### src/fdf_pkg.sv
// Package for the flood relay duplicate filter.
// Holds field widths, register indexes, reset values and the verdict codes.
// No dependencies; every other file in src imports it.
`default_nettype none

package fdf_pkg;

  // Field widths of one packet header word.
  localparam int BYTE_W = 8;
  localparam int ID_W   = 16;

  // Packed stream widths, rounded up to whole bytes.
  localparam int IN_TDATA_W  = 56;
  localparam int OUT_TDATA_W = 16;

  // Configuration port.
  localparam int CFG_IDX_W  = 8;
  localparam int CFG_DATA_W = 8;

  localparam logic [CFG_IDX_W-1:0] REG_OWN_SYSTEM_ID = CFG_IDX_W'(0);
  localparam logic [CFG_IDX_W-1:0] REG_HEADER_LENGTH = CFG_IDX_W'(1);

  localparam logic [BYTE_W-1:0] OWN_SYSTEM_ID_RESET = 8'd0;
  localparam logic [BYTE_W-1:0] HEADER_LENGTH_RESET = 8'd8;

  // Message kind that clears the stored id of its source.
  localparam logic [BYTE_W-1:0] KIND_RESET_ID = 8'd9;

  localparam int NODE_COUNT_DEFAULT = 64;

  typedef enum logic [2:0] {
    VERDICT_ACCEPT    = 3'd0,
    VERDICT_TOO_SHORT = 3'd1,
    VERDICT_OTHER_SYS = 3'd2,
    VERDICT_BAD_SRC   = 3'd3,
    VERDICT_NO_HOPS   = 3'd4,
    VERDICT_STALE     = 3'd5
  } verdict_t;

  // One packet header as it arrives on the input stream.
  typedef struct packed {
    logic [BYTE_W-1:0] message_kind;
    logic [ID_W-1:0]   message_number;
    logic [BYTE_W-1:0] hops_left;
    logic [BYTE_W-1:0] source_node;
    logic [BYTE_W-1:0] packet_system_id;
    logic [BYTE_W-1:0] packet_length;
  } hdr_t;

  // Decision for one header.
  typedef struct packed {
    verdict_t          verdict;
    logic [BYTE_W-1:0] hops_out;
    logic              forward;
  } result_t;

  // Table update request from the decision logic.
  typedef struct packed {
    logic            en;
    logic [ID_W-1:0] data;
  } upd_t;

endpackage

`default_nettype wire

### src/fdf_cfg_regs.sv
// Configuration registers of the flood relay duplicate filter.
// Depends on fdf_pkg for register indexes and reset values.
`default_nettype none

module fdf_cfg_regs (
  input  wire logic                           clk,
  input  wire logic                           rst,
  input  wire logic                           cfg_valid,
  output logic                                cfg_ready,
  input  wire logic [fdf_pkg::CFG_IDX_W-1:0]  cfg_index,
  input  wire logic [fdf_pkg::CFG_DATA_W-1:0] cfg_data,
  output logic      [fdf_pkg::BYTE_W-1:0]     own_system_id,
  output logic      [fdf_pkg::BYTE_W-1:0]     header_length
);
  import fdf_pkg::*;

  // Every write is taken as soon as it is offered, so the port never stalls.
  assign cfg_ready = 1'b1;

  always_ff @(posedge clk) begin
    if (rst) begin
      own_system_id <= OWN_SYSTEM_ID_RESET;
      header_length <= HEADER_LENGTH_RESET;
    end else if (cfg_valid && cfg_ready) begin
      unique case (cfg_index)
        REG_OWN_SYSTEM_ID: own_system_id <= cfg_data;
        REG_HEADER_LENGTH: header_length <= cfg_data;
        default: ;
      endcase
    end
  end

endmodule

`default_nettype wire

### src/fdf_id_table.sv
// Last-seen message id table, one entry per source node.
// A RAM with registered read, per-entry valid bits cleared by reset, and
// write-to-read forwarding. Depends on fdf_pkg.
`default_nettype none

module fdf_id_table #(
  parameter  int NODE_COUNT = fdf_pkg::NODE_COUNT_DEFAULT,
  localparam int IdxW       = (NODE_COUNT > 1) ? $clog2(NODE_COUNT) : 1
) (
  input  wire logic                      clk,
  input  wire logic                      rst,
  input  wire logic                      rd_en,
  input  wire logic [IdxW-1:0]           rd_addr,
  output logic      [fdf_pkg::ID_W-1:0]  rd_data,
  input  wire logic                      wr_en,
  input  wire logic [IdxW-1:0]           wr_addr,
  input  wire logic [fdf_pkg::ID_W-1:0]  wr_data
);
  import fdf_pkg::*;

  logic [ID_W-1:0]       mem [NODE_COUNT];
  logic [NODE_COUNT-1:0] entry_valid;

  logic [ID_W-1:0] rd_raw;
  logic [ID_W-1:0] byp_data;
  logic            byp_hit;
  logic            rd_valid;

  always_ff @(posedge clk) begin
    if (wr_en) begin
      mem[wr_addr] <= wr_data;
    end
  end

  always_ff @(posedge clk) begin
    if (rd_en) begin
      rd_raw <= mem[rd_addr];
    end
  end

  // An entry that was never written since reset reads as zero.
  always_ff @(posedge clk) begin
    if (rst) begin
      entry_valid <= '0;
    end else if (wr_en) begin
      entry_valid[wr_addr] <= 1'b1;
    end
  end

  // The RAM returns the old word when a write lands on the address being
  // read, so the new word is captured on the side and takes precedence.
  always_ff @(posedge clk) begin
    if (rd_en) begin
      byp_hit  <= wr_en && (wr_addr == rd_addr);
      byp_data <= wr_data;
      rd_valid <= entry_valid[rd_addr];
    end
  end

  assign rd_data = byp_hit  ? byp_data :
                   rd_valid ? rd_raw   : '0;

endmodule

`default_nettype wire

### src/fdf_judge.sv
// Decision logic of the flood relay duplicate filter.
// Runs the header checks in priority order and forms the table update.
// Depends on fdf_pkg.
`default_nettype none

module fdf_judge #(
  parameter int NODE_COUNT = fdf_pkg::NODE_COUNT_DEFAULT
) (
  input  wire fdf_pkg::hdr_t                  hdr,
  input  wire logic [fdf_pkg::BYTE_W-1:0]     own_system_id,
  input  wire logic [fdf_pkg::BYTE_W-1:0]     header_length,
  input  wire logic [fdf_pkg::ID_W-1:0]       stored_id,
  output fdf_pkg::result_t                    result,
  output fdf_pkg::upd_t                       upd
);
  import fdf_pkg::*;

  localparam logic [BYTE_W:0] NodeLimit = (BYTE_W + 1)'(NODE_COUNT);

  logic src_ok;

  assign src_ok = {1'b0, hdr.source_node} < NodeLimit;

  always_comb begin
    result.forward  = 1'b0;
    result.hops_out = hdr.hops_left;
    if (hdr.packet_length <= header_length) begin
      result.verdict = VERDICT_TOO_SHORT;
    end else if (hdr.packet_system_id != own_system_id) begin
      result.verdict = VERDICT_OTHER_SYS;
    end else if (!src_ok) begin
      result.verdict = VERDICT_BAD_SRC;
    end else if (hdr.hops_left == '0) begin
      result.verdict = VERDICT_NO_HOPS;
    end else if (hdr.message_number <= stored_id) begin
      // An id equal to the stored one counts as a repeat.
      result.verdict = VERDICT_STALE;
    end else begin
      result.verdict  = VERDICT_ACCEPT;
      result.forward  = 1'b1;
      result.hops_out = hdr.hops_left - 8'd1;
    end
  end

  assign upd.en   = result.forward;
  assign upd.data = (hdr.message_kind == KIND_RESET_ID) ? '0 : hdr.message_number;

endmodule

`default_nettype wire

### src/flood_relay_duplicate_filter_unit.sv
// Top level of the flood relay duplicate filter.
// Instantiates fdf_cfg_regs, fdf_id_table and fdf_judge; depends on fdf_pkg.
`default_nettype none

// The unit takes one packet header word per cycle while the output does not
// stall and returns one decision word per header, in order. A header is
// accepted on the input stream, its source entry is read from the last-seen id
// table in the same cycle, and in the next cycle the checks run against the
// registered header and table word; the decision lands in the output register.
// The header is registered into the decision stage at the input handshake and
// the decision into the output register when that stage advances; from there
// it is on the output stream. The id table has a single read and a single write
// port. Headers from the same source may follow each other
// in consecutive cycles: a table write forwards straight into a read of the
// same entry. The table is cleared by reset through per-entry valid bits, so
// no clearing pass is needed and the unit accepts input right after reset.
// The output register lets a new header enter while the previous decision
// waits for the downstream side; backpressure there stalls the whole unit.
// Configuration (own system id, minimum header length) is written through a
// separate port that never stalls and is meant to be written while the unit
// is idle. Writes to an index outside the register list are ignored.

module flood_relay_duplicate_filter_unit #(
  parameter int NODE_COUNT = fdf_pkg::NODE_COUNT_DEFAULT
) (
  input  wire logic                            clk,
  input  wire logic                            rst,
  // Input stream: one packet header per word.
  input  wire logic                            s_axis_tvalid,
  output logic                                 s_axis_tready,
  // tdata from bit 0: packet_length[7:0], packet_system_id[15:8],
  // source_node[23:16], hops_left[31:24], message_number[47:32],
  // message_kind[55:48].
  input  wire logic [fdf_pkg::IN_TDATA_W-1:0]  s_axis_tdata,
  // Output stream: one decision per header.
  output logic                                 m_axis_tvalid,
  input  wire logic                            m_axis_tready,
  // tdata from bit 0: forward[0], hops_out[8:1], verdict[11:9], zero[15:12].
  output logic      [fdf_pkg::OUT_TDATA_W-1:0] m_axis_tdata,
  // Configuration write port.
  input  wire logic                            cfg_valid,
  output logic                                 cfg_ready,
  input  wire logic [fdf_pkg::CFG_IDX_W-1:0]   cfg_index,
  input  wire logic [fdf_pkg::CFG_DATA_W-1:0]  cfg_data
);
  import fdf_pkg::*;

  localparam int IdxW = (NODE_COUNT > 1) ? $clog2(NODE_COUNT) : 1;
  localparam logic [BYTE_W:0] NodeLimit = (BYTE_W + 1)'(NODE_COUNT);

  logic [BYTE_W-1:0] own_system_id;
  logic [BYTE_W-1:0] header_length;

  hdr_t in_hdr;
  logic in_accept;
  logic [IdxW-1:0] rd_addr;

  // Decision stage registers and the signals formed from them.
  logic      s1_valid;
  hdr_t      s1_hdr;
  logic      s1_adv;
  logic [ID_W-1:0] stored_id;
  result_t   s1_result;
  upd_t      s1_upd;

  // Output register.
  logic      out_valid;
  result_t   out_result;

  fdf_cfg_regs u_cfg (
    .clk           (clk),
    .rst           (rst),
    .cfg_valid     (cfg_valid),
    .cfg_ready     (cfg_ready),
    .cfg_index     (cfg_index),
    .cfg_data      (cfg_data),
    .own_system_id (own_system_id),
    .header_length (header_length)
  );

  assign in_hdr = hdr_t'(s_axis_tdata);

  // The decision stage moves on when the output register is free or drains.
  assign s1_adv        = s1_valid && (!out_valid || m_axis_tready);
  assign s_axis_tready = !s1_valid || s1_adv;
  assign in_accept     = s_axis_tvalid && s_axis_tready;

  // Sources outside the table read entry zero; their word is never used.
  assign rd_addr = ({1'b0, in_hdr.source_node} < NodeLimit) ?
                   in_hdr.source_node[IdxW-1:0] : '0;

  fdf_id_table #(
    .NODE_COUNT (NODE_COUNT)
  ) u_table (
    .clk     (clk),
    .rst     (rst),
    .rd_en   (in_accept),
    .rd_addr (rd_addr),
    .rd_data (stored_id),
    .wr_en   (s1_adv && s1_upd.en),
    .wr_addr (s1_hdr.source_node[IdxW-1:0]),
    .wr_data (s1_upd.data)
  );

  fdf_judge #(
    .NODE_COUNT (NODE_COUNT)
  ) u_judge (
    .hdr           (s1_hdr),
    .own_system_id (own_system_id),
    .header_length (header_length),
    .stored_id     (stored_id),
    .result        (s1_result),
    .upd           (s1_upd)
  );

  always_ff @(posedge clk) begin
    if (rst) begin
      s1_valid <= 1'b0;
    end else if (in_accept) begin
      s1_valid <= 1'b1;
    end else if (s1_adv) begin
      s1_valid <= 1'b0;
    end
  end

  always_ff @(posedge clk) begin
    if (in_accept) begin
      s1_hdr <= in_hdr;
    end
  end

  always_ff @(posedge clk) begin
    if (rst) begin
      out_valid <= 1'b0;
    end else if (s1_adv) begin
      out_valid <= 1'b1;
    end else if (m_axis_tready) begin
      out_valid <= 1'b0;
    end
  end

  always_ff @(posedge clk) begin
    if (s1_adv) begin
      out_result <= s1_result;
    end
  end

  assign m_axis_tvalid = out_valid;
  assign m_axis_tdata  = {4'b0000, out_result.verdict, out_result.hops_out,
                          out_result.forward};

endmodule

`default_nettype wire

### config.mk
export PLATFORM = sky130hd
export DESIGN_NAME = flood_relay_duplicate_filter_unit
export DESIGN_NICKNAME = d
export VERILOG_FILES = /design/src/fdf_pkg.sv /design/src/fdf_cfg_regs.sv /design/src/fdf_id_table.sv /design/src/fdf_judge.sv /design/src/flood_relay_duplicate_filter_unit.sv
export SDC_FILE = /design/constraint.sdc
export NUM_CORES = 2
export LEC_CHECK = 0
export ABC_AREA = 1
export BUFFER_PORTS_ARGS = -buffer_cell sky130_fd_sc_hd__buf_4
export CORE_MARGIN = 1.5
export CORE_UTILIZATION = 25
export CTS_CLUSTER_SIZE = 10
export DETAILED_ROUTE_END_ITERATION = 8
export PLACE_DENSITY = 0.44
export SLEW_MARGIN = 20
export SYNTH_ARGS = -nofsm -noshare
export SYNTH_HDL_FRONTEND = slang
export SYNTH_HIERARCHICAL = 1
export SYNTH_SLANG_ARGS = --single-unit
### constraint.sdc
create_clock -name clk -period 5.7 [get_ports clk]
set_input_delay 1.14 -clock clk [delete_from_list [all_inputs] [get_ports clk]]
set_output_delay 1.14 -clock clk [all_outputs]
set_load 0.05 [all_outputs]
* Word level (Yosys, flattened, before mapping)
Memory sizes are Yosys's and may differ from the RTL's. A register that Yosys moved wholly into a read port is not among the register bits.
Cells that the tools add are included.
** Operators by class
- Add/sub/neg operators :: 1
- $lt $le $gt $ge :: 7
- Equal/unequal tests :: 4
- Mux-type cells :: 23
- Bitwise gates (word level) :: 2
- Reductions and logical operators :: 16
** Operators by type and width (number)
- 64-bit OR :: 1
- 16-bit 2-to-1 mux :: 3
- 9-bit 2-to-1 mux :: 5
- 16-bit less-or-equal comparator :: 1
- 8-bit logical NOT :: 2
- 8-bit by 7-bit < comparator with 1-bit output (second input constant) :: 2
- 6-bit by 7-bit < comparator with 1-bit output (second input constant) :: 2
- 8-bit by 1-bit == test with 1-bit output (second input constant) :: 1
- 8-bit by 4-bit == test with 1-bit output (second input constant) :: 1
- 8-bit less-or-equal comparator :: 1
- 1-bit 2-to-1 mux :: 8
- 8-bit inequality test :: 1
- 8-bit by 1-bit subtractor with 8-bit output (second input constant) :: 1
- 1-bit binary-select mux with 6-bit select :: 1
- 1-bit demux with 6-bit select :: 1
- 6-bit == test :: 1
- 6-bit by 1-bit greater-or-equal comparator with 1-bit output (second input constant) :: 1
- 3-bit 2-to-1 mux :: 2
- 6-bit 2-to-1 mux :: 1
- 1-bit logical AND :: 5
- 2-bit 2-to-1 mux :: 2
- 2-bit AND reduction :: 2
- 2-bit nonzero test :: 2
- 3-bit OR reduction :: 1
- 3 further kinds :: 5
** Storage, ports and cells
- Bits in registers :: 168
- Bits in writable memories :: 1024
- Input port bits :: 77
- Output and inout port bits :: 19
- Memories :: 1
** Memory list
- u_table.mem :: words 64, width 16, read ports 1, clocked after memory_dff 1, wr ports 1, RTL line fdf_id_table.sv:21 : logic [ID_W-1:0] mem [NODE_COUNT];

* Longest topological paths before layout
- Word-level depth :: 11
- Gate-level depth with buffers :: 28

* Cells and area by module
The synthesis kept the hierarchy.
** By module, submodules not included
- fdf_id_table :: times used 1, cells each 3985, area an instance 45333.5 µm², sequential area each 33051.7 µm²
- flood_relay_duplicate_filter_unit :: times used 1, cells each 102, area an instance 2250.9 µm², sequential area each 2082.0 µm²
- fdf_judge :: times used 1, cells each 294, area an instance 1440.1 µm², sequential area each 0.0 µm²
- fdf_cfg_regs :: times used 1, cells each 108, area an instance 763.2 µm², sequential area each 320.3 µm²

* Worst setup path after synthesis
OpenSTA, ideal clock, no wires.
- Path kind :: flip-flop to flip-flop
- From :: register u_table.byp_hit
- To :: memory u_table.mem[40][0], enable pin
- Library setup time :: 390 ps
- Arrival time :: 3641 ps
- Slack :: 1669 ps
- Cell stages (with the launch flop) :: 26
- Buffers on the path :: 4
- Path through :: edfxtp_1 -> clkbuf_1 -> inv_1 -> clkbuf_1 -> nand3_1 -> nand2_1 -> inv_1 -> ha_1 -> nand2_1 -> nor2_1 -> nand2_1 -> nand2_1 -> nand2_1 -> nand2_1 -> nand3_1 -> inv_1 -> nand2_1 -> inv_1 -> buf_4 -> inv_1 -> nor2_1 -> inv_1 -> clkbuf_1 -> nor3_1 -> inv_1 -> nor2_1
** RTL lines
- start, declared :: RTL line fdf_id_table.sv:26 : logic byp_hit;
- start signal, assigned :: RTL line fdf_id_table.sv:54 : byp_hit <= wr_en && (wr_addr == rd_addr);
- end, declared :: RTL line fdf_id_table.sv:21

==> key figures <==
Setup path
  – CP required: between 6 and 7 ns
  – Type of origin of the critical path: register
  – CP Max Fanout: 17
  – Crit. End Element: register
  – Crit path kind: reg2reg
  – Worst EP arrival: roughly 5.3 ns

Timing
  – Max Fclk: about 200 MHz
  – Slew @ Worst Pin: slightly below 1 ns
  – Hold WS: between 0.4 and 0.5 ns
  – Worst slew margin: ~34%
  – Minimum clock period: 4.90 ns
  – RSZ-0062 raised after global routing: no
  – Worst Setup Slack, final: 0.796 ns
  – Endpoints failing setup: 0
  – Fin crit share: between 80% and 90%
  – TNS Setup: 0 ns
  – Max Clock Skew: roughly 0.028 ns
  – Final slew viol count: 0
  – Fin. Hold Viols: 0

Placed design
  – Buffers on Ports: 90
  – Gpl congestion: 0.849
  – Pre-CTS setup slack: roughly 0.8 ns
  – DP Area: ~54000 sq um
  – Hpwl dp: 94800 um

Synth
  – Synth warn: 6
  – Synthesized flop and latch total: roughly 1.2k
  – Sequential-to-total area share from yosys stat: between 70% and 80%
  – Synth Area per Inst: about 11 sq um
  – Top_reg_cell synth: edfxtp_1
  – Post-synth EDFFs: around 1.1k
  – Post-Syn Area: between 40000 and 50000 sq um
  – Netlist cell types: 35
  – Async set or reset register ratio after synthesis: 0%
  – Synth Instances: around 4.5k

Die
  – Die X: roughly 450 um
  – # rows: between 150 and 200
  – Num ports: 96
  – Initial core utilization: 25.2%
  – Die Height: approximately 450 um
  – Core Area: 198000 sq um
  – Die ar.: a little over 200000 sq um

Clock tree
  – CTS tree: built
  – CTS Buf Count: 144
  – CTS sink count: ~1.2k
  – H-tree Lvls: 4
  – Hold_buf cts: 0
  – Clock Pin Slew Worst Setup and Hold Paths: approximately 0.050 ns
  – Post-CTS setup buffers: 0
  – Clk Latency, worst-skew pair: 0.79 ns
  – Clock Path Buffers: 3
  – Root buf cell: clkbuf_16
  – CTS-repair resized insts: 0

Global routing
  – Vias in the first global route: 32.3k
  – Largest net degree at the start of global routing: roughly 170
  – Total GRT Usage: 15.4%
  – Initial antenna violation count: 10
  – GRT overflow: 0
  – Global-route wire length before repair: roughly 230000 um

Cells and area
  – Layout net count: roughly 4.7k
  – Layout cell share with drive strength beyond 1: under 10%
  – Post-route cell area: 58100 sq um
  – Area Growth Syn to Fin: 16.8%
  – Fillers: 20.3k

Routing
  – Detailed router's first-iteration violation count: roughly 3.2k
  – Number of vias per cell: roughly 4.6
  – WL final: 159000 um
  – Average wire per cell in the routed design: around 22 um
  – Top routing layer used: met5
  – Final antenna-violating net count: 0
  – DRC viols: 0
  – WL met2: about 72000 um
  – Metal-1 WL: between 70000 and 80000 um
  – First-pass detailed-route iteration total: 5
  – Met3 WL post-DR: around 9200 um
  – Routed vias: between 30k and 40k

Power
  – Max IR drop VDD: around 310 uV
  – Comb pwr share: 5.8%
  – Sw frac: 23.2%
  – Power per Cell Area: around 330 nW/um^2
  – Internal: 15.0 mW
  – Pleak: roughly 21 nW
  – Net Sw Power: roughly 4.5 mW
  – Clock power frac: 43.9%
  – Sequential Power Share: around half

Min path
  – Hold Path Class: reg2reg

Status
  – Run status: completed

Flow run
  – MaxCap Viol Count: 0
## synthesized netlist by cell type, types with 10 or more instances
cell      instances  area share [%]
dfxtp_1          82             3.3
buf_4            29            0.44
clkbuf_1         73            0.55
nand3_1         965             9.7
ha_1             26            0.65
buf_2           108             1.1
inv_1           140             1.1
edfxtp_1       1126              68
buf_1            34            0.26
nand2_1        1528              12
nor2_1          283             2.1
a21oi_1          14            0.14
buf_6            15            0.34
nor2_2           10            0.13
nor3_1           17            0.17
## flip-flops by register name, summed over array words and instances, names as in the netlist, 8 cells and up
name	count
m_axis_tdata	12
s1_hdr	56
u_cfg/header_length	8
u_cfg/own_system_id	8
u_table/byp_data	16
u_table/entry_valid	64
u_table/mem	1024
u_table/rd_raw	16
## power by group through the flow
| stage | logic (mW) | clock network (mW) | registers, mW |
|---|---|---|---|
| finish | 1.13 | 8.54 | 9.79 |
| global route | 1.23 | 9.08 | 9.79 |
| CTS | 1.14 | 8.75 | 9.79 |
| detailed placement | 1.13 | 0 | 9.97 |
| global placement | 1.14 | 0 | 9.98 |
| floorplan | 0.598 | 0 | 9.98 |
## cell type report
class / count / area, sq um / share of cell area [%]
Tap cell: 2640 / 3300 / 5.68
Sequential cell: 1208 / 35500 / 61.0
Clock buffer: 238 / 4120 / 7.09
Antenna cell: 4 / 10.0 / 0.0172
Timing Repair Buffer: 214 / 1820 / 3.13
Inverter: 146 / 579 / 0.997
Multi-Input combinational cell: 2878 / 12700 / 21.8
Clock inverter: 18 / 184 / 0.316
## through the flow
stage          std cells  total power, mW  util, %
4_1_cts             7341             19.7     29.4
3_3_place_gp        7084             11.1     27.2
2_1_floorplan       4492             10.6        -
3_5_place_dp        7085             11.1     27.2
5_1_grt             7343             20.1     29.4
6_report            7346             19.5     29.4
## routing by layer
layer / GRT usage, % / vias to the layer above
met2: 23.7 / 987
met3: 2.56 / 184
met4: 4.42 / 6
met1: 22.2 / 16600
li1: - / 15600
met5: 0 / -
## path summary, 6_finish.rpt
path	endpoint	startpoint	cells after the start	slack, ns
min reg2reg	u_table/entry_valid[49]	u_table/entry_valid[49]	2	0.47
min	u_table/entry_valid[49]	u_table/entry_valid[49]	2	0.47
max reg2reg	u_table/mem[53][12]	u_table/byp_hit	21	0.80
max	u_table/mem[53][12]	u_table/byp_hit	21	0.80
## cell families after synthesis
family	Yosys count	synth area share, %
XOR/XNOR	1	0.0176
flip-flops	1208	71.2
AND/OR/NAND/NOR	2823	24.0
buffers and inverters	406	3.80
adder cells (fa/ha/maj)	26	0.653
other	2	0.0151
AO/OA/AOI/OAI	23	0.264
## worst max-delay path, stage by stage (launching register included)
cell	delay, ns
edfxtp_1	0.60
inv_1	0.44
nand3_1	0.12
nand2_1	0.08
inv_1	0.05
ha_1	0.29
nand2_1	0.07
nor2_1	0.19
nand2_1	0.08
nand2_1	0.06
nand2_1	0.07
nand2_1	0.09
nand3_1	0.09
inv_1	0.12
nand2_1	0.11
inv_1	0.09
inv_1	0.06
nor2_1	0.19
inv_1	0.33
nor3_1	0.34
inv_1	0.25
nor2_2	0.76
## layout by cell type (no fill, tap or decap), types with 5 or more instances in the layout
cell type / count
clkbuf_8: 10
buf_4: 197
buf_12: 17
nand3_1: 965
a21oi_1: 14
nand2_1: 1528
clkbuf_1: 81
nor2_2: 35
clkbuf_16: 147
nand4_1: 5
nor3_1: 16
conb_1: 5
nor2_4: 26
edfxtp_1: 1126
clkinv_1: 8
nor2_1: 239
inv_1: 138
dfxtp_1: 82
ha_1: 26
Power figures use the tool's default switching activity.
